[src/stok_pkg.sv]
// Shared types, constants and character helpers for the script tokenizer.
`default_nettype none

package stok_pkg;

    // Width of the byte offset and run counters
    localparam int OFFSET_BITS = 16;
    localparam int FIELD_BITS  = 16;
    localparam int WIDE_BITS   = (OFFSET_BITS > FIELD_BITS) ? OFFSET_BITS : FIELD_BITS;
    localparam logic [OFFSET_BITS-1:0] OFF_MAX = '1;

    // Token queue depth
    localparam int QUEUE_DEPTH = 4;
    localparam int QPTR_BITS   = $clog2(QUEUE_DEPTH);
    localparam int QCNT_BITS   = $clog2(QUEUE_DEPTH + 1);

    // Character codes
    localparam logic [7:0] CH_NUL    = 8'h00;
    localparam logic [7:0] CH_TAB    = 8'h09;
    localparam logic [7:0] CH_LF     = 8'h0A;
    localparam logic [7:0] CH_CR     = 8'h0D;
    localparam logic [7:0] CH_SPACE  = 8'h20;
    localparam logic [7:0] CH_QUOTE  = 8'h22;
    localparam logic [7:0] CH_LPAREN = 8'h28;
    localparam logic [7:0] CH_RPAREN = 8'h29;
    localparam logic [7:0] CH_STAR   = 8'h2A;
    localparam logic [7:0] CH_PLUS   = 8'h2B;
    localparam logic [7:0] CH_MINUS  = 8'h2D;
    localparam logic [7:0] CH_SLASH  = 8'h2F;
    localparam logic [7:0] CH_SEMI   = 8'h3B;
    localparam logic [7:0] CH_EQUALS = 8'h3D;
    localparam logic [7:0] CH_UNDER  = 8'h5F;
    localparam logic [7:0] CH_LC_E   = 8'h65;
    localparam logic [7:0] CH_LC_I   = 8'h69;
    localparam logic [7:0] CH_LC_L   = 8'h6C;
    localparam logic [7:0] CH_LC_N   = 8'h6E;
    localparam logic [7:0] CH_LC_P   = 8'h70;
    localparam logic [7:0] CH_LC_R   = 8'h72;
    localparam logic [7:0] CH_LC_T   = 8'h74;

    // Keyword tracker codes
    localparam logic [3:0] KW_NONE = 4'd0;
    localparam logic [3:0] KW_L    = 4'd1;
    localparam logic [3:0] KW_LE   = 4'd2;
    localparam logic [3:0] KW_LET  = 4'd3;
    localparam logic [3:0] KW_P    = 4'd4;
    localparam logic [3:0] KW_PR   = 4'd5;
    localparam logic [3:0] KW_PRI  = 4'd6;
    localparam logic [3:0] KW_PRIN = 4'd7;
    localparam logic [3:0] KW_PRINT = 4'd8;

    typedef enum logic [1:0] {
        RUN_NONE  = 2'd0,
        RUN_NUM   = 2'd1,
        RUN_IDENT = 2'd2,
        RUN_STR   = 2'd3
    } run_kind_t;

    typedef enum logic [3:0] {
        TK_NUMBER  = 4'd0,
        TK_IDENT   = 4'd1,
        TK_STRING  = 4'd2,
        TK_PRINT   = 4'd3,
        TK_EQUALS  = 4'd4,
        TK_PLUS    = 4'd5,
        TK_MINUS   = 4'd6,
        TK_STAR    = 4'd7,
        TK_SLASH   = 4'd8,
        TK_LPAREN  = 4'd9,
        TK_RPAREN  = 4'd10,
        TK_LET     = 4'd11,
        TK_SEMI    = 4'd12,
        TK_ILLEGAL = 4'd13,
        TK_END     = 4'd14
    } token_kind_t;

    typedef struct packed {
        token_kind_t           kind;
        logic [FIELD_BITS-1:0] start;
        logic [FIELD_BITS-1:0] length;
        logic                  last;
    } token_t;

    // Up to two tokens produced by one byte, in output order
    typedef struct packed {
        logic [1:0] count;
        token_t     first;
        token_t     second;
    } tok_pair_t;

    function automatic logic is_digit(input logic [7:0] c);
        return (c >= 8'h30) && (c <= 8'h39);
    endfunction

    function automatic logic is_word(input logic [7:0] c);
        return ((c >= 8'h41) && (c <= 8'h5A)) || ((c >= 8'h61) && (c <= 8'h7A))
            || (c == CH_UNDER);
    endfunction

    function automatic logic [3:0] kw_first(input logic [7:0] c);
        logic [3:0] t;
        t = KW_NONE;
        if (c == CH_LC_L)
            t = KW_L;
        else if (c == CH_LC_P)
            t = KW_P;
        return t;
    endfunction

    function automatic logic [3:0] kw_next(input logic [3:0] t, input logic [7:0] c);
        logic [3:0] n;
        n = KW_NONE;
        case (t)
            KW_L:    n = (c == CH_LC_E) ? KW_LE    : KW_NONE;
            KW_LE:   n = (c == CH_LC_T) ? KW_LET   : KW_NONE;
            KW_P:    n = (c == CH_LC_R) ? KW_PR    : KW_NONE;
            KW_PR:   n = (c == CH_LC_I) ? KW_PRI   : KW_NONE;
            KW_PRI:  n = (c == CH_LC_N) ? KW_PRIN  : KW_NONE;
            KW_PRIN: n = (c == CH_LC_T) ? KW_PRINT : KW_NONE;
            default: n = KW_NONE;
        endcase
        return n;
    endfunction

    // Saturating increment of an offset counter
    function automatic logic [OFFSET_BITS-1:0] sat_inc(input logic [OFFSET_BITS-1:0] v);
        return (v == OFF_MAX) ? v : OFFSET_BITS'(v + 1'b1);
    endfunction

    // Counter value clipped to the 16-bit token field
    function automatic logic [FIELD_BITS-1:0] to_field(input logic [OFFSET_BITS-1:0] v);
        logic [WIDE_BITS-1:0] w;
        w = WIDE_BITS'(v);
        return (w > WIDE_BITS'({FIELD_BITS{1'b1}})) ? {FIELD_BITS{1'b1}} : w[FIELD_BITS-1:0];
    endfunction

endpackage

`default_nettype wire

[src/script_tokenizer_top.sv]
// Top level of the byte-serial script tokenizer.
// Throughput: one byte per cycle while the output is not stalled and each byte
// yields at most one token; a byte that closes a run and emits its own token
// yields two, drained at one per cycle. Tokens are written into a four-entry
// token queue, which sets how far input runs ahead of a stalled output.
// Reset (rst_n low, asynchronous) clears scanner state, offset and the queue.
`default_nettype none

module script_tokenizer_top (
    input  wire logic        clk,
    input  wire logic        rst_n,
    input  wire logic        byte_valid,
    output logic             byte_stall,
    input  wire logic [7:0]  char_code,
    output logic             token_valid,
    input  wire logic        token_stall,
    output logic [3:0]       token_kind,
    output logic [15:0]      token_start,
    output logic [15:0]      token_length,
    output logic             last_of_run
);

    logic                 accept;
    logic                 full;
    stok_pkg::tok_pair_t  tokens;
    stok_pkg::token_t     head;

    assign byte_stall = full;
    assign accept     = byte_valid && !full;

    stok_scan u_scan (
        .clk       (clk),
        .rst_n     (rst_n),
        .accept    (accept),
        .char_code (char_code),
        .tokens    (tokens)
    );

    stok_queue u_queue (
        .clk        (clk),
        .rst_n      (rst_n),
        .push       (accept),
        .tokens     (tokens),
        .full       (full),
        .head_valid (token_valid),
        .pop_stall  (token_stall),
        .head       (head)
    );

    assign token_kind   = head.kind;
    assign token_start  = head.start;
    assign token_length = head.length;
    assign last_of_run  = head.last;

endmodule

`default_nettype wire

[src/stok_scan.sv]
// Scanner state and per-byte classification producing up to two tokens.
`default_nettype none

module stok_scan (
    input  wire logic                clk,
    input  wire logic                rst_n,
    input  wire logic                accept,
    input  wire logic [7:0]          char_code,
    output stok_pkg::tok_pair_t      tokens
);

    stok_pkg::run_kind_t                  run_kind_reg, run_kind_next;
    logic [stok_pkg::OFFSET_BITS-1:0]     run_start_reg, run_start_next;
    logic [stok_pkg::OFFSET_BITS-1:0]     run_length_reg, run_length_next;
    logic [3:0]                           keyword_reg, keyword_next;
    logic [stok_pkg::OFFSET_BITS-1:0]     byte_offset_reg, byte_offset_next;

    logic                  fresh;
    logic                  flush;
    logic                  own_valid;
    stok_pkg::token_kind_t own_kind;
    stok_pkg::token_kind_t flush_kind;
    logic                  own_len_one;
    stok_pkg::token_t      flush_tok;
    stok_pkg::token_t      own_tok;

    // Run continuation, new runs and single-byte tokens
    always_comb
    begin
        run_kind_next    = run_kind_reg;
        run_start_next   = run_start_reg;
        run_length_next  = run_length_reg;
        keyword_next     = keyword_reg;
        fresh            = 1'b1;
        flush            = 1'b0;
        own_valid        = 1'b0;
        own_kind         = stok_pkg::TK_ILLEGAL;
        own_len_one      = 1'b1;

        unique case (run_kind_reg)
            stok_pkg::RUN_STR:
            begin
                if (char_code == stok_pkg::CH_QUOTE)
                begin
                    flush = 1'b1;
                    fresh = 1'b0;
                end
                else if (char_code != stok_pkg::CH_NUL)
                begin
                    run_length_next = stok_pkg::sat_inc(run_length_reg);
                    fresh = 1'b0;
                end
                else
                begin
                    flush = 1'b1;
                end
            end
            stok_pkg::RUN_NUM:
            begin
                if (stok_pkg::is_digit(char_code))
                begin
                    run_length_next = stok_pkg::sat_inc(run_length_reg);
                    fresh = 1'b0;
                end
                else
                begin
                    flush = 1'b1;
                end
            end
            stok_pkg::RUN_IDENT:
            begin
                if (stok_pkg::is_word(char_code))
                begin
                    run_length_next = stok_pkg::sat_inc(run_length_reg);
                    keyword_next = stok_pkg::kw_next(keyword_reg, char_code);
                    fresh = 1'b0;
                end
                else
                begin
                    flush = 1'b1;
                end
            end
            stok_pkg::RUN_NONE:
            begin
            end
        endcase

        if (flush)
        begin
            run_kind_next   = stok_pkg::RUN_NONE;
            run_start_next  = '0;
            run_length_next = '0;
            keyword_next    = stok_pkg::KW_NONE;
        end

        if (fresh)
        begin
            case (char_code) inside
                stok_pkg::CH_SPACE, stok_pkg::CH_TAB, stok_pkg::CH_LF, stok_pkg::CH_CR:
                begin
                end
                stok_pkg::CH_EQUALS: begin own_valid = 1'b1; own_kind = stok_pkg::TK_EQUALS; end
                stok_pkg::CH_PLUS:   begin own_valid = 1'b1; own_kind = stok_pkg::TK_PLUS;   end
                stok_pkg::CH_MINUS:  begin own_valid = 1'b1; own_kind = stok_pkg::TK_MINUS;  end
                stok_pkg::CH_STAR:   begin own_valid = 1'b1; own_kind = stok_pkg::TK_STAR;   end
                stok_pkg::CH_SLASH:  begin own_valid = 1'b1; own_kind = stok_pkg::TK_SLASH;  end
                stok_pkg::CH_LPAREN: begin own_valid = 1'b1; own_kind = stok_pkg::TK_LPAREN; end
                stok_pkg::CH_RPAREN: begin own_valid = 1'b1; own_kind = stok_pkg::TK_RPAREN; end
                stok_pkg::CH_SEMI:   begin own_valid = 1'b1; own_kind = stok_pkg::TK_SEMI;   end
                stok_pkg::CH_QUOTE:
                begin
                    // literal starts after the opening quote
                    run_kind_next   = stok_pkg::RUN_STR;
                    run_start_next  = stok_pkg::sat_inc(byte_offset_reg);
                    run_length_next = '0;
                    keyword_next    = stok_pkg::KW_NONE;
                end
                stok_pkg::CH_NUL:
                begin
                    own_valid   = 1'b1;
                    own_kind    = stok_pkg::TK_END;
                    own_len_one = 1'b0;
                end
                default:
                begin
                    if (stok_pkg::is_digit(char_code))
                    begin
                        run_kind_next   = stok_pkg::RUN_NUM;
                        run_start_next  = byte_offset_reg;
                        run_length_next = stok_pkg::OFFSET_BITS'(1);
                        keyword_next    = stok_pkg::KW_NONE;
                    end
                    else if (stok_pkg::is_word(char_code))
                    begin
                        run_kind_next   = stok_pkg::RUN_IDENT;
                        run_start_next  = byte_offset_reg;
                        run_length_next = stok_pkg::OFFSET_BITS'(1);
                        keyword_next    = stok_pkg::kw_first(char_code);
                    end
                    else
                    begin
                        own_valid = 1'b1;
                        own_kind  = stok_pkg::TK_ILLEGAL;
                    end
                end
            endcase
        end

        // End of input clears everything; otherwise advance the offset
        if (char_code == stok_pkg::CH_NUL)
        begin
            run_kind_next    = stok_pkg::RUN_NONE;
            run_start_next   = '0;
            run_length_next  = '0;
            keyword_next     = stok_pkg::KW_NONE;
            byte_offset_next = '0;
        end
        else
        begin
            byte_offset_next = stok_pkg::sat_inc(byte_offset_reg);
        end
    end

    // Kind of a flushed run
    always_comb
    begin
        case (run_kind_reg)
            stok_pkg::RUN_NUM: flush_kind = stok_pkg::TK_NUMBER;
            stok_pkg::RUN_STR: flush_kind = stok_pkg::TK_STRING;
            default:
            begin
                if (keyword_reg == stok_pkg::KW_LET)
                    flush_kind = stok_pkg::TK_LET;
                else if (keyword_reg == stok_pkg::KW_PRINT)
                    flush_kind = stok_pkg::TK_PRINT;
                else
                    flush_kind = stok_pkg::TK_IDENT;
            end
        endcase
    end

    // Token assembly, flushed run first
    always_comb
    begin
        flush_tok.kind   = flush_kind;
        flush_tok.start  = stok_pkg::to_field(run_start_reg);
        flush_tok.length = stok_pkg::to_field(run_length_reg);
        flush_tok.last   = !own_valid;

        own_tok.kind     = own_kind;
        own_tok.start    = stok_pkg::to_field(byte_offset_reg);
        own_tok.length   = {{(stok_pkg::FIELD_BITS-1){1'b0}}, own_len_one};
        own_tok.last     = 1'b1;

        tokens.count  = 2'({1'b0, flush} + {1'b0, own_valid});
        tokens.first  = flush ? flush_tok : own_tok;
        tokens.second = own_tok;
    end

    // Scanner state
    always_ff @(posedge clk or negedge rst_n)
    begin
        if (!rst_n)
        begin
            run_kind_reg    <= stok_pkg::RUN_NONE;
            run_start_reg   <= '0;
            run_length_reg  <= '0;
            keyword_reg     <= stok_pkg::KW_NONE;
            byte_offset_reg <= '0;
        end
        else if (accept)
        begin
            run_kind_reg    <= run_kind_next;
            run_start_reg   <= run_start_next;
            run_length_reg  <= run_length_next;
            keyword_reg     <= keyword_next;
            byte_offset_reg <= byte_offset_next;
        end
    end

    a_eoi_clears: assert property (@(posedge clk) disable iff (!rst_n)
        accept && (char_code == stok_pkg::CH_NUL)
        |=> (byte_offset_reg == '0) && (run_kind_reg == stok_pkg::RUN_NONE))
        else $error("end of input did not clear scanner state");

    a_idle_run_empty: assert property (@(posedge clk) disable iff (!rst_n)
        (run_kind_reg == stok_pkg::RUN_NONE)
        |-> (run_length_reg == '0) && (keyword_reg == stok_pkg::KW_NONE))
        else $error("no open run but run state not cleared");

    a_kw_only_ident: assert property (@(posedge clk) disable iff (!rst_n)
        (keyword_reg != stok_pkg::KW_NONE) |-> (run_kind_reg == stok_pkg::RUN_IDENT))
        else $error("keyword progress outside an identifier run");

endmodule

`default_nettype wire

[src/stok_queue.sv]
// Token queue: takes up to two tokens per cycle, delivers one unless stalled.
`default_nettype none

module stok_queue (
    input  wire logic                clk,
    input  wire logic                rst_n,
    input  wire logic                push,
    input  wire stok_pkg::tok_pair_t tokens,
    output logic                     full,
    output logic                     head_valid,
    input  wire logic                pop_stall,
    output stok_pkg::token_t         head
);

    stok_pkg::token_t                 mem_reg [stok_pkg::QUEUE_DEPTH];
    logic [stok_pkg::QPTR_BITS-1:0]   wr_ptr_reg, wr_ptr_next;
    logic [stok_pkg::QPTR_BITS-1:0]   rd_ptr_reg, rd_ptr_next;
    logic [stok_pkg::QCNT_BITS-1:0]   count_reg, count_next;
    logic [1:0]                       push_cnt;
    logic                             pop;
    logic [stok_pkg::QPTR_BITS-1:0]   wr_ptr_plus1;

    // Room for two tokens is needed before a byte is taken
    assign full       = (count_reg > stok_pkg::QCNT_BITS'(stok_pkg::QUEUE_DEPTH - 2));
    assign head_valid = (count_reg != '0);
    assign head       = mem_reg[rd_ptr_reg];
    assign pop        = head_valid && !pop_stall;
    assign push_cnt   = push ? tokens.count : 2'd0;
    assign wr_ptr_plus1 = stok_pkg::QPTR_BITS'(wr_ptr_reg + 1'b1);

    // Pointer and fill updates
    always_comb
    begin
        wr_ptr_next = stok_pkg::QPTR_BITS'(wr_ptr_reg + push_cnt);
        rd_ptr_next = pop ? stok_pkg::QPTR_BITS'(rd_ptr_reg + 1'b1) : rd_ptr_reg;
        count_next  = stok_pkg::QCNT_BITS'(count_reg + push_cnt - {1'b0, pop});
    end

    // Token storage
    always_ff @(posedge clk)
    begin
        if (push_cnt != 2'd0)
            mem_reg[wr_ptr_reg] <= tokens.first;
        if (push_cnt == 2'd2)
            mem_reg[wr_ptr_plus1] <= tokens.second;
    end

    always_ff @(posedge clk or negedge rst_n)
    begin
        if (!rst_n)
        begin
            wr_ptr_reg <= '0;
            rd_ptr_reg <= '0;
            count_reg  <= '0;
        end
        else
        begin
            wr_ptr_reg <= wr_ptr_next;
            rd_ptr_reg <= rd_ptr_next;
            count_reg  <= count_next;
        end
    end

    a_no_overflow: assert property (@(posedge clk) disable iff (!rst_n)
        ({1'b0, count_reg} + push_cnt) <= (stok_pkg::QCNT_BITS+1)'(stok_pkg::QUEUE_DEPTH))
        else $error("token queue overflow");

    a_count_hold: assert property (@(posedge clk) disable iff (!rst_n)
        !pop && (push_cnt == 2'd0) |=> $stable(count_reg))
        else $error("queue fill changed without push or pop");

    a_pair_order: assert property (@(posedge clk) disable iff (!rst_n)
        (push_cnt == 2'd2) |-> !tokens.first.last && tokens.second.last)
        else $error("token pair marks wrong final token");

endmodule

`default_nettype wire

[config.mk]
export PLATFORM = sky130hd
export DESIGN_NAME = script_tokenizer_top
export DESIGN_NICKNAME = d
export VERILOG_FILES = /design/src/stok_pkg.sv /design/src/script_tokenizer_top.sv /design/src/stok_scan.sv /design/src/stok_queue.sv
export SDC_FILE = /design/constraint.sdc
export NUM_CORES = 1
export LEC_CHECK = 0
export BUFFER_PORTS_ARGS = -buffer_cell sky130_fd_sc_hd__buf_4
export CAP_MARGIN = 40
export CORE_ASPECT_RATIO = 1.5
export CORE_MARGIN = 5
export CORE_UTILIZATION = 62
export CTS_CLUSTER_SIZE = 30
export DETAILED_ROUTE_END_ITERATION = 7
export GPL_TIMING_DRIVEN = 0
export PLACE_DENSITY = 0.8
export SYNTH_ARGS = -nofsm -noshare
export SYNTH_HDL_FRONTEND = slang
export SYNTH_SLANG_ARGS = --single-unit
[constraint.sdc]
create_clock -name clk -period 4.41 [get_ports clk]
set_input_delay 0.441 -clock clk [delete_from_list [all_inputs] [get_ports clk]]
set_output_delay 0.441 -clock clk [all_outputs]
set_load 0.01 [all_outputs]
### Word level (Yosys, flattened, before mapping)

Memories as Yosys holds them, arrays and structs flattened.
Index checks and enable logic that the tools add are counted.

* multiplexer cells: 135
* reductions and logical operators: 15
* order comparisons: 10
* equality and inequality tests: 35
* $add $sub $neg: 8

Operators with widths (count)
* 2-to-1 mux 16 bit: 40
* 2-to-1 mux 4 bit: 26
* == test 8 x 6 -> 1 bit (second input constant): 10
* == test 8 x 7 -> 1 bit (second input constant): 8
* greater-than comparator 16 bit (second input constant): 3
* one-hot mux 16 bit (3 select lines): 1
* 2-to-1 mux 2 bit: 22
* 2-to-1 mux 37 bit: 1
* 2-to-1 mux 1 bit: 34
* adder 16 x 1 -> 16 bit (second input constant): 2
* == test 16 bit (second input constant): 2
* == test 8 x 4 -> 1 bit (second input constant): 3
* one-hot mux 4 bit (6 select lines): 1
* 2-to-1 mux 3 bit: 7
* == test 4 x 3 -> 1 bit (second input constant): 4
* >= comparator 8 x 7 -> 1 bit (second input constant): 2
* less-or-equal comparator 8 x 7 -> 1 bit (second input constant): 2
* == test 4 x 2 -> 1 bit (second input constant): 2
* >= comparator 8 x 6 -> 1 bit (second input constant): 1
* less-or-equal comparator 8 x 6 -> 1 bit (second input constant): 1
* zero test 8 bit: 1
* one-hot mux 4 bit (2 select lines): 1
* nonzero test 8 bit: 1
* == test 2 bit (second input constant): 3
* other kinds (16): 25

* input port bits: 12
* register bits: 61
* memories kept: 1
* logic and storage cells: 212
* output and inout bits: 39
* memory bits (writable): 148

Memory list
* u_queue.mem_reg: words 4, width 37, rd ports 1, clocked after memory_dff 0, wr ports 2, line stok_queue.sv:15 `stok_pkg::token_t mem_reg [stok_pkg::QUEUE_DEPTH];`

### Depth between registers and ports, before layout

* depth in word-level cells: 23
* gate-level depth with buffers: 18
* depth with buffers taken out: 12

### Cells and area by module

A second synthesis with hierarchy kept.

* cell total of the unflattened synthesis: 979
* area total of the unflattened synthesis: 12039.0 um2

By module, submodules not included
* stok_queue: cells an instance 404, times used 1, area an instance 7719.9 um2
* stok_scan: cells an instance 574, times used 1, area an instance 4305.4 um2
* script_tokenizer_top: cells an instance 1, times used 1, area an instance 13.8 um2

### Least setup slack after synthesis

OpenSTA, ideal clock, no wires.

* path kind: input-to-reg
* start: in char_code[4]
* end: mem u_queue.mem_reg[0][17] (netlist name), enable pin
* stages on the path: 16
* data required time: 4.033 ns
* arrival time: 3.818 ns
* library setup time: 0.377 ns
* path buffers: 6
* setup slack: 0.215 ns
* path through: buf_6 > or4_4 > a21o_4 > a21oi_2 > nor2_2 > inv_2 > buf_2 > buf_2 > ha_1 > clkbuf_1 > o21ai_1 > or3_1 > clkbuf_1 > and2_1 > clkbuf_1 > inv_1

RTL lines
* start: declaration: line script_tokenizer_top.sv:14 `input wire logic [7:0] char_code,`
* end: declaration: line stok_queue.sv:15

==> metrics.txt <==
power density over cell area 564.8 nW/um^2; number of distinct library cells after synthesis 80; quantity of I/O buffers inserted on ports 49; Register Area 5330 sq um; placement-stage cell area 11900 sq um; via/cell ratio 7.356; worst IR drop on VDD 0.0004542 V; synthesized netlist cell count 1014; number of synthesized flops with an enable pin 84; DIE WIDTH 119.1 um; CTS H-Tree Depth 1; worst-path maximum fanout 16; Hold Crit Class in -> reg; RD Place Congestion 0.9928; Synthesized Nets 1034; wire length of the first global-routing pass 53650 um; clock-pin slew on the worst setup and hold paths 0.07 ns; #FFs+latches synth 209; fraction of synthesized cell area taken by the top area cell type 22.81%; CTS Sinks 209; Mapped Avg Cell Area 10.91 sq um; remaining antenna violation count after routing 0; total count of max-transition violations in the final report 0; type of the worst setup path in -> reg; antenna violations before repair 0; Top-Level Pins 51; YS warnings 0; total design power 7221 uW; Largest register FFs 148; Initial DRT Pass Iterations 5; setup repair after global routing missed its margin no; Placement Rows 59; sequential share of power 35.9%; Congestion Overflow GR 0; CTS Buf Count 20; post-synth top area cell sky130_fd_sc_hd__edfxtp_1; vertical die dimension 173.6 um; sequential share of the synthesized area 48.19%; clock root buffer sky130_fd_sc_hd__clkbuf_16; part of the total power dissipated in combinational logic 38.1%; run status complete, no violations; Routed WL per cell 26.13 um; clock insertion delay at the later pin of the skew report 0.51 ns; share of total power consumed by net switching 38.02%; required time of the worst setup path 4.63 ns; kind of start point of the critical path primary input; internal portion of total power 4476 uW; 1st-iter DRT viols 1156; Die Outline Area 20670 sq um; fraction of registers with async set/reset 29.19%; number of filler instances in the final layout 1224; Core ar. 17420 sq um; top post-synthesis cells by area sky130_fd_sc_hd__edfxtp_1, sky130_fd_sc_hd__dfrtp_1, sky130_fd_sc_hd__dfxtp_1, sky130_fd_sc_hd__mux4_2, sky130_fd_sc_hd__a32o_1; fraction of layout instances using a drive strength above 1 18.65%; Clock Skews 0.01498 ns; area taken by multi-input logic gates 5300 sq um; synth-to-layout area growth 15.60%; leakage power 0.004567 uW; normalized max-slew margin 36.58%; period utilisation layout 97.74%; Setup violations, final 0; global router's overall resource usage 32.92%; net switching component of the power 2746 uW; Final Hold Fails 0; kind of end point of the critical path flop; DRC violations left 0; effective utilization at floorplan 63.49%; via count 9732; estimated wirelength of the detail-placed design 23990 um; worst slew pin tran 0.9513 ns; post-route standard cell area excluding fillers 12790 sq um; cell with the most instances after synthesis sky130_fd_sc_hd__edfxtp_1; data arrival time of the worst path 4.53 ns; maximum count of clock buffers along a single path 3; maximum clock frequency 232.0 MHz; max cap viols 0; time the worst path needs with I/O delays and setup 4.310 ns; maximum number of pins on one net before global-route repair 61; Post-Synthesis Cell Area 11060 sq um; vias in the first global route 9742; clock share of power 26.1%; primary flip-flop cell chosen by synthesis mapping sky130_fd_sc_hd__edfxtp_1; total number of nets in the final design 1116; final WL 34570 um; final antenna diode count 0; most numerous cell types in the synthesized netlist sky130_fd_sc_hd__edfxtp_1, sky130_fd_sc_hd__clkbuf_1, sky130_fd_sc_hd__a22o_1, sky130_fd_sc_hd__dfxtp_1; TritonCTS clock tree done
==> critical path, stage by stage <==
cell and delay, ns:
sky130_fd_sc_hd__buf_4 0.14, sky130_fd_sc_hd__or4_4 0.55, sky130_fd_sc_hd__a21o_4 0.27, sky130_fd_sc_hd__a21oi_2 0.31
sky130_fd_sc_hd__nor2_4 0.13, sky130_fd_sc_hd__clkinv_2 0.23, sky130_fd_sc_hd__buf_2 0.31, sky130_fd_sc_hd__buf_2 0.30
sky130_fd_sc_hd__ha_2 0.27, sky130_fd_sc_hd__nand2_1 0.11, sky130_fd_sc_hd__clkbuf_1 0.30, sky130_fd_sc_hd__nor3_2 0.41
sky130_fd_sc_hd__nor2_4 0.13, sky130_fd_sc_hd__inv_1 0.38, sky130_fd_sc_hd__buf_16 0.22
==> area by class of cell <==
| class | count | area share [%] |
|---|---|---|
| buffer | 104 | 3.464 |
| timing repair buffer | 65 | 4.746 |
| multi-input combinational | 671 | 41.45 |
| tap | 213 | 2.084 |
| sequential | 209 | 41.69 |
| clock inverter | 6 | 0.3523 |
| clock buffer | 30 | 5.441 |
| inverter | 25 | 0.7731 |
==> cell usage in the layout, fill, tap and decap left out, types with 7 or more instances in the layout <==
cell type | netlist | final
sky130_fd_sc_hd__edfxtp_1 | 84 | 84
sky130_fd_sc_hd__a22o_1 | 68 | 68
sky130_fd_sc_hd__clkbuf_1 | 74 | 67
sky130_fd_sc_hd__dfxtp_1 | 64 | 64
sky130_fd_sc_hd__a32o_1 | 61 | 61
sky130_fd_sc_hd__dfrtp_1 | 61 | 61
sky130_fd_sc_hd__nand2_1 | 56 | 56
sky130_fd_sc_hd__buf_4 | 1 | 50
sky130_fd_sc_hd__a21oi_1 | 44 | 43
sky130_fd_sc_hd__o21ai_0 | 37 | 37
sky130_fd_sc_hd__nand3_1 | 37 | 37
sky130_fd_sc_hd__mux4_2 | 37 | 37
sky130_fd_sc_hd__nor2_1 | 40 | 32
sky130_fd_sc_hd__buf_2 | 24 | 27
sky130_fd_sc_hd__clkbuf_16 | 0 | 26
sky130_fd_sc_hd__inv_1 | 24 | 23
sky130_fd_sc_hd__o22ai_1 | 21 | 21
sky130_fd_sc_hd__nand4_1 | 20 | 20
sky130_fd_sc_hd__nor3_1 | 18 | 17
sky130_fd_sc_hd__a211oi_1 | 14 | 14
sky130_fd_sc_hd__o211ai_1 | 14 | 14
sky130_fd_sc_hd__nor4_1 | 13 | 12
sky130_fd_sc_hd__a31oi_1 | 12 | 12
sky130_fd_sc_hd__o31ai_1 | 12 | 12
sky130_fd_sc_hd__nand2b_1 | 11 | 11
sky130_fd_sc_hd__and3_1 | 10 | 10
sky130_fd_sc_hd__or3_1 | 10 | 10
sky130_fd_sc_hd__nor2b_1 | 10 | 10
sky130_fd_sc_hd__buf_1 | 8 | 8
sky130_fd_sc_hd__a211o_1 | 7 | 7
==> final timing paths <==
| path | startpoint | endpoint | slack [ns] | cells after the start |
|---|---|---|---|---|
| worst max-delay path | char_code[0] | u_queue.mem_reg[3][31]$_DFFE_PP_ | 0.1 | 15 |
| worst min-delay path | token_stall | u_queue.rd_ptr_reg[0]$_DFFE_PN0P_ | 0.23 | 3 |
| worst max register to register | u_scan.run_kind_reg[1]$_DFFE_PN0P_ | u_queue.mem_reg[2][0]$_SDFFE_PP1N_ | 0.16 | 14 |
| worst min register to register | u_queue.mem_reg[3][15]$_SDFFE_PP0N_ | u_queue.mem_reg[3][15]$_SDFFE_PP0N_ | 0.47 | 1 |
| max in group asynchronous | rst_n | u_scan.run_length_reg[12]$_DFFE_PN0P_ | 3.61 | 3 |
| min in group asynchronous | rst_n | u_scan.keyword_reg[2]$_DFFE_PN0P_ | 0.27 | 2 |
==> power groups by stage <==
| stage | Sequential (uW) | Combinational, uW | Clock (uW) |
|---|---|---|---|
| after floorplan | 2530 | 1610 | 0 |
| after global routing | 2610 | 2910 | 1960 |
| after CTS | 2570 | 2640 | 1880 |
| final | 2590 | 2750 | 1880 |
| after global placement | 2600 | 2450 | 0 |
| after detailed placement | 2610 | 2600 | 0 |
==> cell families after synthesis <==
group	share of synthesized area, %
compound gates	24.59
xor+xnor	0.6335
fa+ha+maj	0.9728
buf+inv	4.989
flops	48.19
mux	8.100
simple gates	12.52
==> routing by layer <==
| metal | GRT usage, % | routed length [um] | vias to the layer above | share of wire, % |
|---|---|---|---|---|
| met1 | 37.88 | 11800 | 4751 | 34 |
| li1 | - | - | 4210 | - |
| met3 | 3.885 | 2538 | 169 | 7.3 |
| met4 | 21.89 | 2760 | 0 | 8.0 |
| met5 | 0 | 0 | - | 0 |
| met2 | 57.16 | 17470 | 602 | 51 |
==> per-stage QoR <==
step | std cells | hold slack (ns) | setup WS, ns | utilization, % | setup TNS [ns]
floorplan | 1014 | 0.1454 | 0.2151 | - | 0
global placement | 1276 | 0.4416 | -1.179 | 67.13 | -173.87
detailed placement | 1289 | 0.2500 | -1.177 | 68.30 | -173.97
CTS | 1326 | 0.2222 | -0.02374 | 72.89 | -0.3599
global route | 1323 | 0.2573 | 0.003097 | 73.39 | 0
finish | 1323 | 0.2292 | 0.09955 | 73.39 | 0
==> repair_timing <==
item / in CTS / in global routing
hold endpoints to repair: 56 / 0
endpoints found under the setup margin: 169 / 200
buffers inserted: 1 / 0
hold buffers: 1 / 0
gates cloned: 0 / 0
pin swaps: 0 / 0
gates resized for setup: 13 / 18
(Power assumes the default switching activity.)
